==> config.mk <==
export PLATFORM = sky130hd
export DESIGN_NAME = msp_v1_v2_frame_parser_unit
export DESIGN_NICKNAME = d
export VERILOG_FILES = /design/src/mspfp_pkg.sv /design/src/mspfp_crc8.sv /design/src/msp_v1_v2_frame_parser_unit.sv
export SDC_FILE = /design/constraint.sdc
export NUM_CORES = 1
export LEC_CHECK = 0
export ABC_AREA = 1
export CORE_ASPECT_RATIO = 0.8
export CORE_MARGIN = 8
export CORE_UTILIZATION = 53
export CTS_BUF_LIST = sky130_fd_sc_hd__clkbuf_4
export DETAILED_ROUTE_END_ITERATION = 10
export DONT_BUFFER_PORTS = 1
export PLACE_DENSITY = 0.73
export SYNTH_ARGS = -nofsm -noshare
export SYNTH_HDL_FRONTEND = slang
export SYNTH_SLANG_ARGS = --single-unit
==> constraint.sdc <==
create_clock -name clk -period 4.25 [get_ports clk]
set_input_delay 0.85 -clock clk [delete_from_list [all_inputs] [get_ports clk]]
set_output_delay 0.85 -clock clk [all_outputs]
set_load 0.01 [all_outputs]
==> src/mspfp_pkg.sv <==
`timescale 1ns / 1ps
// ----------------------------------------------------------------------------
// mspfp_pkg
// Shared types and constants of the MSP V1/V2 frame parser.
// ----------------------------------------------------------------------------
package mspfp_pkg;

  // CRC8 DVB-S2 generator polynomial
  localparam logic [7:0] CRC_POLY = 8'hD5;
  localparam logic [7:0] CRC_MSB  = 8'h80;

  // Framing characters
  localparam logic [7:0] CH_DOLLAR = 8'h24; // '$'
  localparam logic [7:0] CH_M      = 8'h4D; // 'M'
  localparam logic [7:0] CH_X      = 8'h58; // 'X'
  localparam logic [7:0] CH_LT     = 8'h3C; // '<'
  localparam logic [7:0] CH_GT     = 8'h3E; // '>'

  localparam logic [7:0] TUNNEL_CMD_RESET = 8'hFF;
  localparam logic [7:0] TUNNEL_HDR_BYTES = 8'd6; // inner header plus inner CRC

  // Result kinds
  localparam logic KIND_DATA    = 1'b0;
  localparam logic KIND_VERDICT = 1'b1;

  // Verdict codes
  localparam logic [2:0] ST_OK         = 3'd0;
  localparam logic [2:0] ST_V1_CHK_BAD = 3'd1;
  localparam logic [2:0] ST_V2_CRC_BAD = 3'd2;
  localparam logic [2:0] ST_TUN_CRC_BAD = 3'd3;
  localparam logic [2:0] ST_TUN_LEN_BAD = 3'd4;

  typedef enum logic [3:0] {
    PH_IDLE,
    PH_START,
    PH_V1DIR,
    PH_V1SIZE,
    PH_V1CMD,
    PH_V1PAY,
    PH_V1CHK,
    PH_V2DIR,
    PH_V2FLG,
    PH_V2IDL,
    PH_V2IDH,
    PH_V2LENL,
    PH_V2LENH,
    PH_V2PAY,
    PH_V2CRC
  } phase_t;

endpackage

==> src/mspfp_crc8.sv <==
`timescale 1ns / 1ps
// ----------------------------------------------------------------------------
// mspfp_crc8
// One-byte CRC8 DVB-S2 update, MSB first, unrolled into XOR logic.
// ----------------------------------------------------------------------------
module mspfp_crc8 (
  input  logic [7:0] crc_in,
  input  logic [7:0] data_in,
  output logic [7:0] crc_out
);

  always_comb begin
    logic [7:0] v;
    v = crc_in ^ data_in;
    for (int i = 0; i < 8; i++) begin
      if ((v & mspfp_pkg::CRC_MSB) != 8'd0) begin
        v = {v[6:0], 1'b0} ^ mspfp_pkg::CRC_POLY;
      end else begin
        v = {v[6:0], 1'b0};
      end
    end
    crc_out = v;
  end

endmodule

==> src/msp_v1_v2_frame_parser_unit.sv <==
`timescale 1ns / 1ps
// ----------------------------------------------------------------------------
// msp_v1_v2_frame_parser_unit
// MSP V1/V2 serial frame parser with V2-over-V1 tunnel support.
// ----------------------------------------------------------------------------
// One serial byte is taken per word on the input channel, one byte per clock
// when the output side keeps up: the parse state and the CRC8 byte update
// sit between the state registers and a single output register, so a new
// byte is accepted in the same cycle the previous result is taken. Payload
// bytes come out as they arrive (kind 0); the closing byte of each frame
// gives a verdict word (kind 1) with status, version, tunnel flag, command
// id, flags and payload length, so the consumer drops rejected frames after
// the fact. Header bytes that do not fit resynchronize silently to idle.
// tunnel_command (reset 0xFF) is written through the cfg channel; the user
// must write it only while the parser is idle, the block does not enforce it.
// ----------------------------------------------------------------------------
module msp_v1_v2_frame_parser_unit (
  input  logic        clk,
  input  logic        rst_n,
  // configuration
  input  logic        cfg_valid,
  output logic        cfg_ready,
  input  logic [7:0]  cfg_data,
  // byte input
  input  logic        in_valid,
  output logic        in_ready,
  input  logic [7:0]  in_byte,
  // results
  output logic        out_valid,
  input  logic        out_ready,
  output logic        out_kind,
  output logic [7:0]  out_data_byte,
  output logic [2:0]  out_status,
  output logic        out_frame_version,
  output logic        out_is_tunneled,
  output logic [15:0] out_command_id,
  output logic [7:0]  out_frame_flags,
  output logic [15:0] out_payload_length
);

  // config register
  logic [7:0] tunnel_cmd_r;

  // parse state
  mspfp_pkg::phase_t phase_r, phase_nxt;
  logic [7:0]  outer_size_r, outer_size_nxt;
  logic [15:0] byte_index_r, byte_index_nxt;
  logic [15:0] command_r, command_nxt;
  logic [7:0]  flags_r, flags_nxt;
  logic [15:0] inner_len_r, inner_len_nxt;
  logic [7:0]  xor_sum_r, xor_sum_nxt;
  logic [7:0]  crc_r, crc_nxt;
  logic        tunnel_r, tunnel_nxt;
  logic        len_bad_r, len_bad_nxt;

  // result being formed this cycle
  logic        emit;
  logic        res_kind;
  logic [7:0]  res_data;
  logic [2:0]  res_status;
  logic        res_ver;
  logic        res_tun;
  logic [15:0] res_len;

  // output register
  logic        out_valid_r;
  logic        out_kind_r;
  logic [7:0]  out_data_r;
  logic [2:0]  out_status_r;
  logic        out_ver_r;
  logic        out_tun_r;
  logic [15:0] out_cmd_r;
  logic [7:0]  out_flags_r;
  logic [15:0] out_len_r;

  logic       in_fire;
  logic [7:0] crc_step;
  logic       is_dir;
  logic [16:0] idx_plus1;
  logic [16:0] inner_plus6;

  assign cfg_ready = 1'b1;
  // output register frees up when empty or being drained this cycle
  assign in_ready  = !out_valid_r || out_ready;
  assign in_fire   = in_valid && in_ready;

  mspfp_crc8 u_crc (
    .crc_in  (crc_r),
    .data_in (in_byte),
    .crc_out (crc_step)
  );

  assign is_dir      = (in_byte == mspfp_pkg::CH_LT) || (in_byte == mspfp_pkg::CH_GT);
  assign idx_plus1   = {1'b0, byte_index_r} + 17'd1;
  // inner length plus inner header and CRC, as it stands once the high byte arrives
  assign inner_plus6 = {1'b0, in_byte, inner_len_r[7:0]} +
                       {9'd0, mspfp_pkg::TUNNEL_HDR_BYTES};

  // next-state: parse phase and frame context
  always_comb begin
    phase_nxt      = phase_r;
    outer_size_nxt = outer_size_r;
    byte_index_nxt = byte_index_r;
    command_nxt    = command_r;
    flags_nxt      = flags_r;
    inner_len_nxt  = inner_len_r;
    xor_sum_nxt    = xor_sum_r;
    crc_nxt        = crc_r;
    tunnel_nxt     = tunnel_r;
    len_bad_nxt    = len_bad_r;
    case (phase_r)
      mspfp_pkg::PH_IDLE: begin
        if (in_byte == mspfp_pkg::CH_DOLLAR) phase_nxt = mspfp_pkg::PH_START;
      end
      mspfp_pkg::PH_START: begin
        if (in_byte == mspfp_pkg::CH_M)      phase_nxt = mspfp_pkg::PH_V1DIR;
        else if (in_byte == mspfp_pkg::CH_X) phase_nxt = mspfp_pkg::PH_V2DIR;
        else                                 phase_nxt = mspfp_pkg::PH_IDLE;
      end
      mspfp_pkg::PH_V1DIR: begin
        phase_nxt = is_dir ? mspfp_pkg::PH_V1SIZE : mspfp_pkg::PH_IDLE;
      end
      mspfp_pkg::PH_V1SIZE: begin
        outer_size_nxt = in_byte;
        xor_sum_nxt    = in_byte;
        phase_nxt      = mspfp_pkg::PH_V1CMD;
      end
      mspfp_pkg::PH_V1CMD: begin
        command_nxt    = {8'd0, in_byte};
        flags_nxt      = 8'd0;
        xor_sum_nxt    = xor_sum_r ^ in_byte;
        crc_nxt        = 8'd0;
        byte_index_nxt = 16'd0;
        len_bad_nxt    = 1'b0;
        inner_len_nxt  = 16'd0;
        tunnel_nxt     = (in_byte == tunnel_cmd_r) &&
                         (outer_size_r >= mspfp_pkg::TUNNEL_HDR_BYTES);
        phase_nxt      = (outer_size_r == 8'd0) ? mspfp_pkg::PH_V1CHK
                                                : mspfp_pkg::PH_V1PAY;
      end
      mspfp_pkg::PH_V1PAY: begin
        xor_sum_nxt = xor_sum_r ^ in_byte;
        if (tunnel_r) begin
          crc_nxt = crc_step;
          case (byte_index_r)
            16'd0: flags_nxt = in_byte;
            16'd1: command_nxt = {8'd0, in_byte};
            16'd2: command_nxt = {in_byte, command_r[7:0]};
            16'd3: inner_len_nxt = {8'd0, in_byte};
            16'd4: begin
              inner_len_nxt = {in_byte, inner_len_r[7:0]};
              len_bad_nxt   = ({9'd0, outer_size_r} != inner_plus6);
            end
            default: ;
          endcase
        end
        byte_index_nxt = idx_plus1[15:0];
        if (idx_plus1 >= {9'd0, outer_size_r}) phase_nxt = mspfp_pkg::PH_V1CHK;
      end
      mspfp_pkg::PH_V1CHK: begin
        phase_nxt = mspfp_pkg::PH_IDLE;
      end
      mspfp_pkg::PH_V2DIR: begin
        if (is_dir) begin
          crc_nxt   = 8'd0;
          phase_nxt = mspfp_pkg::PH_V2FLG;
        end else begin
          phase_nxt = mspfp_pkg::PH_IDLE;
        end
      end
      mspfp_pkg::PH_V2FLG: begin
        flags_nxt = in_byte;
        crc_nxt   = crc_step;
        phase_nxt = mspfp_pkg::PH_V2IDL;
      end
      mspfp_pkg::PH_V2IDL: begin
        command_nxt = {8'd0, in_byte};
        crc_nxt     = crc_step;
        phase_nxt   = mspfp_pkg::PH_V2IDH;
      end
      mspfp_pkg::PH_V2IDH: begin
        command_nxt = {in_byte, command_r[7:0]};
        crc_nxt     = crc_step;
        phase_nxt   = mspfp_pkg::PH_V2LENL;
      end
      mspfp_pkg::PH_V2LENL: begin
        inner_len_nxt = {8'd0, in_byte};
        crc_nxt       = crc_step;
        phase_nxt     = mspfp_pkg::PH_V2LENH;
      end
      mspfp_pkg::PH_V2LENH: begin
        inner_len_nxt  = {in_byte, inner_len_r[7:0]};
        crc_nxt        = crc_step;
        byte_index_nxt = 16'd0;
        phase_nxt      = ({in_byte, inner_len_r[7:0]} == 16'd0) ? mspfp_pkg::PH_V2CRC
                                                                : mspfp_pkg::PH_V2PAY;
      end
      mspfp_pkg::PH_V2PAY: begin
        crc_nxt        = crc_step;
        byte_index_nxt = idx_plus1[15:0];
        if (idx_plus1 >= {1'b0, inner_len_r}) phase_nxt = mspfp_pkg::PH_V2CRC;
      end
      mspfp_pkg::PH_V2CRC: begin
        phase_nxt = mspfp_pkg::PH_IDLE;
      end
      default: begin
        phase_nxt = mspfp_pkg::PH_IDLE;
      end
    endcase
  end

  // result word for this byte
  always_comb begin
    emit       = 1'b0;
    res_kind   = mspfp_pkg::KIND_DATA;
    res_data   = 8'd0;
    res_status = mspfp_pkg::ST_OK;
    res_ver    = 1'b0;
    res_tun    = 1'b0;
    res_len    = 16'd0;
    case (phase_r)
      mspfp_pkg::PH_V1PAY: begin
        // tunneled: skip inner header (0..4) and inner CRC (last byte)
        if (!tunnel_r || ((byte_index_r > 16'd4) &&
                          (idx_plus1 < {9'd0, outer_size_r}))) begin
          emit     = 1'b1;
          res_data = in_byte;
        end
      end
      mspfp_pkg::PH_V2PAY: begin
        emit     = 1'b1;
        res_data = in_byte;
      end
      mspfp_pkg::PH_V1CHK: begin
        emit     = 1'b1;
        res_kind = mspfp_pkg::KIND_VERDICT;
        if (tunnel_r) begin
          res_ver = 1'b1;
          res_tun = 1'b1;
          res_len = {8'd0, outer_size_r - mspfp_pkg::TUNNEL_HDR_BYTES};
          if (xor_sum_r != in_byte) res_status = mspfp_pkg::ST_V1_CHK_BAD;
          else if (len_bad_r)       res_status = mspfp_pkg::ST_TUN_LEN_BAD;
          else if (crc_r != 8'd0)   res_status = mspfp_pkg::ST_TUN_CRC_BAD;
          else                      res_status = mspfp_pkg::ST_OK;
        end else begin
          res_len    = {8'd0, outer_size_r};
          res_status = (xor_sum_r != in_byte) ? mspfp_pkg::ST_V1_CHK_BAD
                                              : mspfp_pkg::ST_OK;
        end
      end
      mspfp_pkg::PH_V2CRC: begin
        emit       = 1'b1;
        res_kind   = mspfp_pkg::KIND_VERDICT;
        res_ver    = 1'b1;
        res_len    = inner_len_r;
        res_status = (crc_r == in_byte) ? mspfp_pkg::ST_OK : mspfp_pkg::ST_V2_CRC_BAD;
      end
      default: ;
    endcase
  end

  // control state
  always_ff @(posedge clk) begin
    if (!rst_n) begin
      tunnel_cmd_r <= mspfp_pkg::TUNNEL_CMD_RESET;
      phase_r      <= mspfp_pkg::PH_IDLE;
      outer_size_r <= 8'd0;
      byte_index_r <= 16'd0;
      command_r    <= 16'd0;
      flags_r      <= 8'd0;
      inner_len_r  <= 16'd0;
      xor_sum_r    <= 8'd0;
      crc_r        <= 8'd0;
      tunnel_r     <= 1'b0;
      len_bad_r    <= 1'b0;
      out_valid_r  <= 1'b0;
    end else begin
      if (cfg_valid && cfg_ready) tunnel_cmd_r <= cfg_data;
      if (in_fire) begin
        phase_r      <= phase_nxt;
        outer_size_r <= outer_size_nxt;
        byte_index_r <= byte_index_nxt;
        command_r    <= command_nxt;
        flags_r      <= flags_nxt;
        inner_len_r  <= inner_len_nxt;
        xor_sum_r    <= xor_sum_nxt;
        crc_r        <= crc_nxt;
        tunnel_r     <= tunnel_nxt;
        len_bad_r    <= len_bad_nxt;
      end
      if (in_ready) out_valid_r <= in_fire && emit;
    end
  end

  // output payload; verdicts carry the frame's id and flags
  always_ff @(posedge clk) begin
    if (in_fire && emit) begin
      out_kind_r   <= res_kind;
      out_data_r   <= res_data;
      out_status_r <= res_status;
      out_ver_r    <= res_ver;
      out_tun_r    <= res_tun;
      out_cmd_r    <= (res_kind == mspfp_pkg::KIND_VERDICT) ? command_r : 16'd0;
      out_flags_r  <= (res_kind == mspfp_pkg::KIND_VERDICT) ? flags_r : 8'd0;
      out_len_r    <= res_len;
    end
  end

  assign out_valid          = out_valid_r;
  assign out_kind           = out_kind_r;
  assign out_data_byte      = out_data_r;
  assign out_status         = out_status_r;
  assign out_frame_version  = out_ver_r;
  assign out_is_tunneled    = out_tun_r;
  assign out_command_id     = out_cmd_r;
  assign out_frame_flags    = out_flags_r;
  assign out_payload_length = out_len_r;

endmodule
==> results_dict.tcl <==
set metrics [dict create \
    holdBufCountCts 0 \
    power_density_nw_per_um2 466 \
    r2r-start "byte_index_r[0]" \
    final_max_slew_viol_count 0 \
    layout_commonest_cell "nand2_1" \
    synth_edf_count 54 \
    cts_tree "built" \
    netlist_instances 1165 \
    p_leak_uw 0.00386 \
    fmax_ghz 0.302 \
    grt_pass1_wl_mm 38.6 \
    layout_min_cycle_time_ns 3.31 \
    std_cell_rows 42 \
    routabilityCongestion 0.969 \
    synth_flop_cell "dfxtp_1" \
    grt_overflow 0 \
    fin_worst_skew_ns 0.0347 \
    crit_path_start_kind "flop" \
    hp-start "rst_n" \
    critical_path_class "flop to flop" \
    nNetsFinal 1198 \
    cts_setup_buffers 0 \
    async_flop_share 0 \
    drt-initial-drc-count 958 \
    wl_per_cell_um 17.4 \
    via_per_inst 5.66 \
    r2r_cells 21 \
    routed_wl_mm 23.9 \
    path_clk_slew_ns 0.14 \
    grt_pass1_vias 7174 \
    drc 0 \
    drtPass1Iterations 6 \
    h-tree-depth 4 \
    seqPwrFrac 0.426 \
    synth.distinct_cells 56 \
    end_kind "flop" \
    antenna_left 0 \
    hold_violations 0 \
    cap_violations 0 \
    boundaryPins 78 \
    p_comb_frac 0.367 \
    yosysWarnings 0 \
    initial_core_util 0.539 \
    dp_hpwl_mm 17.4 \
    drive_gt1_frac 0.0863 \
    regToRegSetupSlack_ns 0.94 \
    swShare 0.426 \
    status "finished clean" \
    switchingPower_uw 1830 \
    final_cell_mix "267 x nand2_1, 150 x inv_1, 107 x nor2_1, 95 x dfxtp_1, 82 x a21oi_1" \
    holdPathEnd "tunnel_cmd_r[3]" \
    critPathRequiredTime_ns 4.53 \
    area_delta_synth_final_pct 4.15 \
    clock_sinks 149 \
    die_x_um 161 \
    dp_slack_ns 0.972 \
    num_vias 7809 \
    antenna_found_initial 1 \
    coreArea_um2 16400 \
    worstMarginPinSlew_ns 0.781 \
    ys_ff_latch 149 \
    finalCritPeriodShare 0.778 \
    fin_tns_setup_ns 0 \
    cts_buffers 17 \
    clockRootBuffer "clkbuf_4" \
    worstReg2RegEnd "out_payload_length[5]" \
    die_h_um 132 \
    p_clk_frac 0.208 \
    track_usage 0.226 \
    clockBufferDepth 2 \
    die_area_um2 21100 \
    synth_area_um2 8860 \
    cellInternalPower_uw 2470 \
    arrival_ns 3.58 \
    final-setup-viol-count 0 \
    crit_fanout 46 \
    slew-limit-headroom 0.478 \
    io_buffers 0 \
    min_path_cells 1 \
    worst_hold_path_type "input port to flop" \
    rsz0062_at_grt "no" \
    grt_start_max_net_pins 47 \
    yosysSeqAreaShare 0.397 \
    peakVddDrop_mv 0.192 \
    syn_area_per_cell_um2 7.61 \
    fin_ws_ns 0.943 \
    clk_latency_ns 0.60 \
    utilization 0.561 \
    holdWs_ns 0.359 \
    syn_nets 1217 \
    post_cts_resized 0 \
]
==> power groups by stage <==
stage / clock network [uW] / logic, uW / registers, uW
after floorplan: 0 / 1300 / 1830
after global placement: 0 / 1530 / 1850
after detailed placement: 0 / 1540 / 1860
after CTS: 914 / 1550 / 1830
after global routing: 965 / 1790 / 1850
final: 893 / 1580 / 1830
==> synthesized netlist by cell type, drive strengths merged (5+ instances only) <==
| cell | n | area share |
|---|---|---|
| o22ai | 8 | 0.0056 |
| xnor2 | 9 | 0.0097 |
| a31oi | 26 | 0.018 |
| o21ai | 49 | 0.030 |
| nor4 | 9 | 0.0064 |
| nor2 | 120 | 0.058 |
| clkbuf | 19 | 0.0080 |
| nor3 | 19 | 0.013 |
| nand2 | 281 | 0.13 |
| nand3 | 56 | 0.034 |
| a211oi | 40 | 0.038 |
| edfxtp | 54 | 0.18 |
| o211ai | 5 | 0.0073 |
| nand4 | 26 | 0.018 |
| xor2 | 34 | 0.034 |
| ha | 31 | 0.044 |
| a21oi | 85 | 0.051 |
| dfxtp | 95 | 0.21 |
| inv | 162 | 0.069 |
| buf | 22 | 0.018 |
==> cell families after synthesis <==
| logic type | Yosys count | synth area share |
|---|---|---|
| buffers and inverters | 204 | 0.0956 |
| XOR/XNOR | 43 | 0.0442 |
| adder cells (fa/ha/maj) | 31 | 0.0438 |
| flip-flops | 149 | 0.397 |
| AND/OR/NAND/NOR | 517 | 0.261 |
| other | 1 | 0.000423 |
| AO/OA/AOI/OAI | 220 | 0.158 |
==> stage by stage <==
step	std cells	cell area (um2)	power [uW]
final	1380	9230	4300
after floorplan	1165	8860	3130
after CTS	1379	9230	4290
after global placement	1347	8950	3380
after detailed placement	1347	8950	3400
after global routing	1380	9230	4600
==> area by class of cell <==
class	instances	area, um2
clock buffer	17	128
inverter	163	619
antenna	1	2.50
timing repair buffer	3	35.0
fill	1539	7220
sequential	149	3520
clock inverter	15	155
multi-input combinational	812	4490
tap	220	275
==> state kept, by name, summed over array words and instances (netlist names) <==
register / cells
byte_index_r: 16
command_r: 16
inner_len_r: 16
out_command_id: 16
out_payload_length: 16
crc_r: 8
flags_r: 8
out_data_byte: 8
out_frame_flags: 8
outer_size_r: 8
tunnel_cmd_r: 8
xor_sum_r: 8
phase_r: 4
out_status: 3
len_bad_r: 1
out_frame_version: 1
out_is_tunneled: 1
out_kind: 1
out_valid: 1
tunnel_r: 1
==> worst max-delay path: stages (launching register included) <==
cell	delay (ns)
dfxtp_1	0.51
ha_1	0.38
nand3_1	0.16
nor2_1	0.11
inv_1	0.05
nand2_1	0.07
inv_1	0.07
ha_1	0.29
nand2_1	0.07
inv_1	0.05
nand2_1	0.06
nand2_1	0.07
nand2_1	0.06
nand2_1	0.05
nand2_1	0.10
nand2_1	0.06
nor2_1	0.09
nand3_1	0.07
nand3_1	0.07
nand2_1	0.09
inv_2	0.22
buf_12	0.28
==> worst max-delay path by stage <==
stage,slack [ns],to,start,cells past startpoint
finish,0.94,out_payload_length[5],byte_index_r[0],21
global route,0.61,out_command_id[15],byte_index_r[0],21
global placement,1.05,out_payload_length[0],byte_index_r[0],21
CTS,0.97,out_command_id[13],byte_index_r[0],21
detailed placement,0.97,out_payload_length[0],byte_index_r[0],21
floorplan,0.74,out_command_id[0],byte_index_r[0],21
==> routing by layer <==
metal	wire [um]	up-vias	GRT usage
li1	-	3843	-
met1	11300	3596	0.323
met2	10000	337	0.328
met3	2230	33	0.0559
met4	423	0	0.0710
met5	0	-	0
Power figures use the tool's default switching activity.
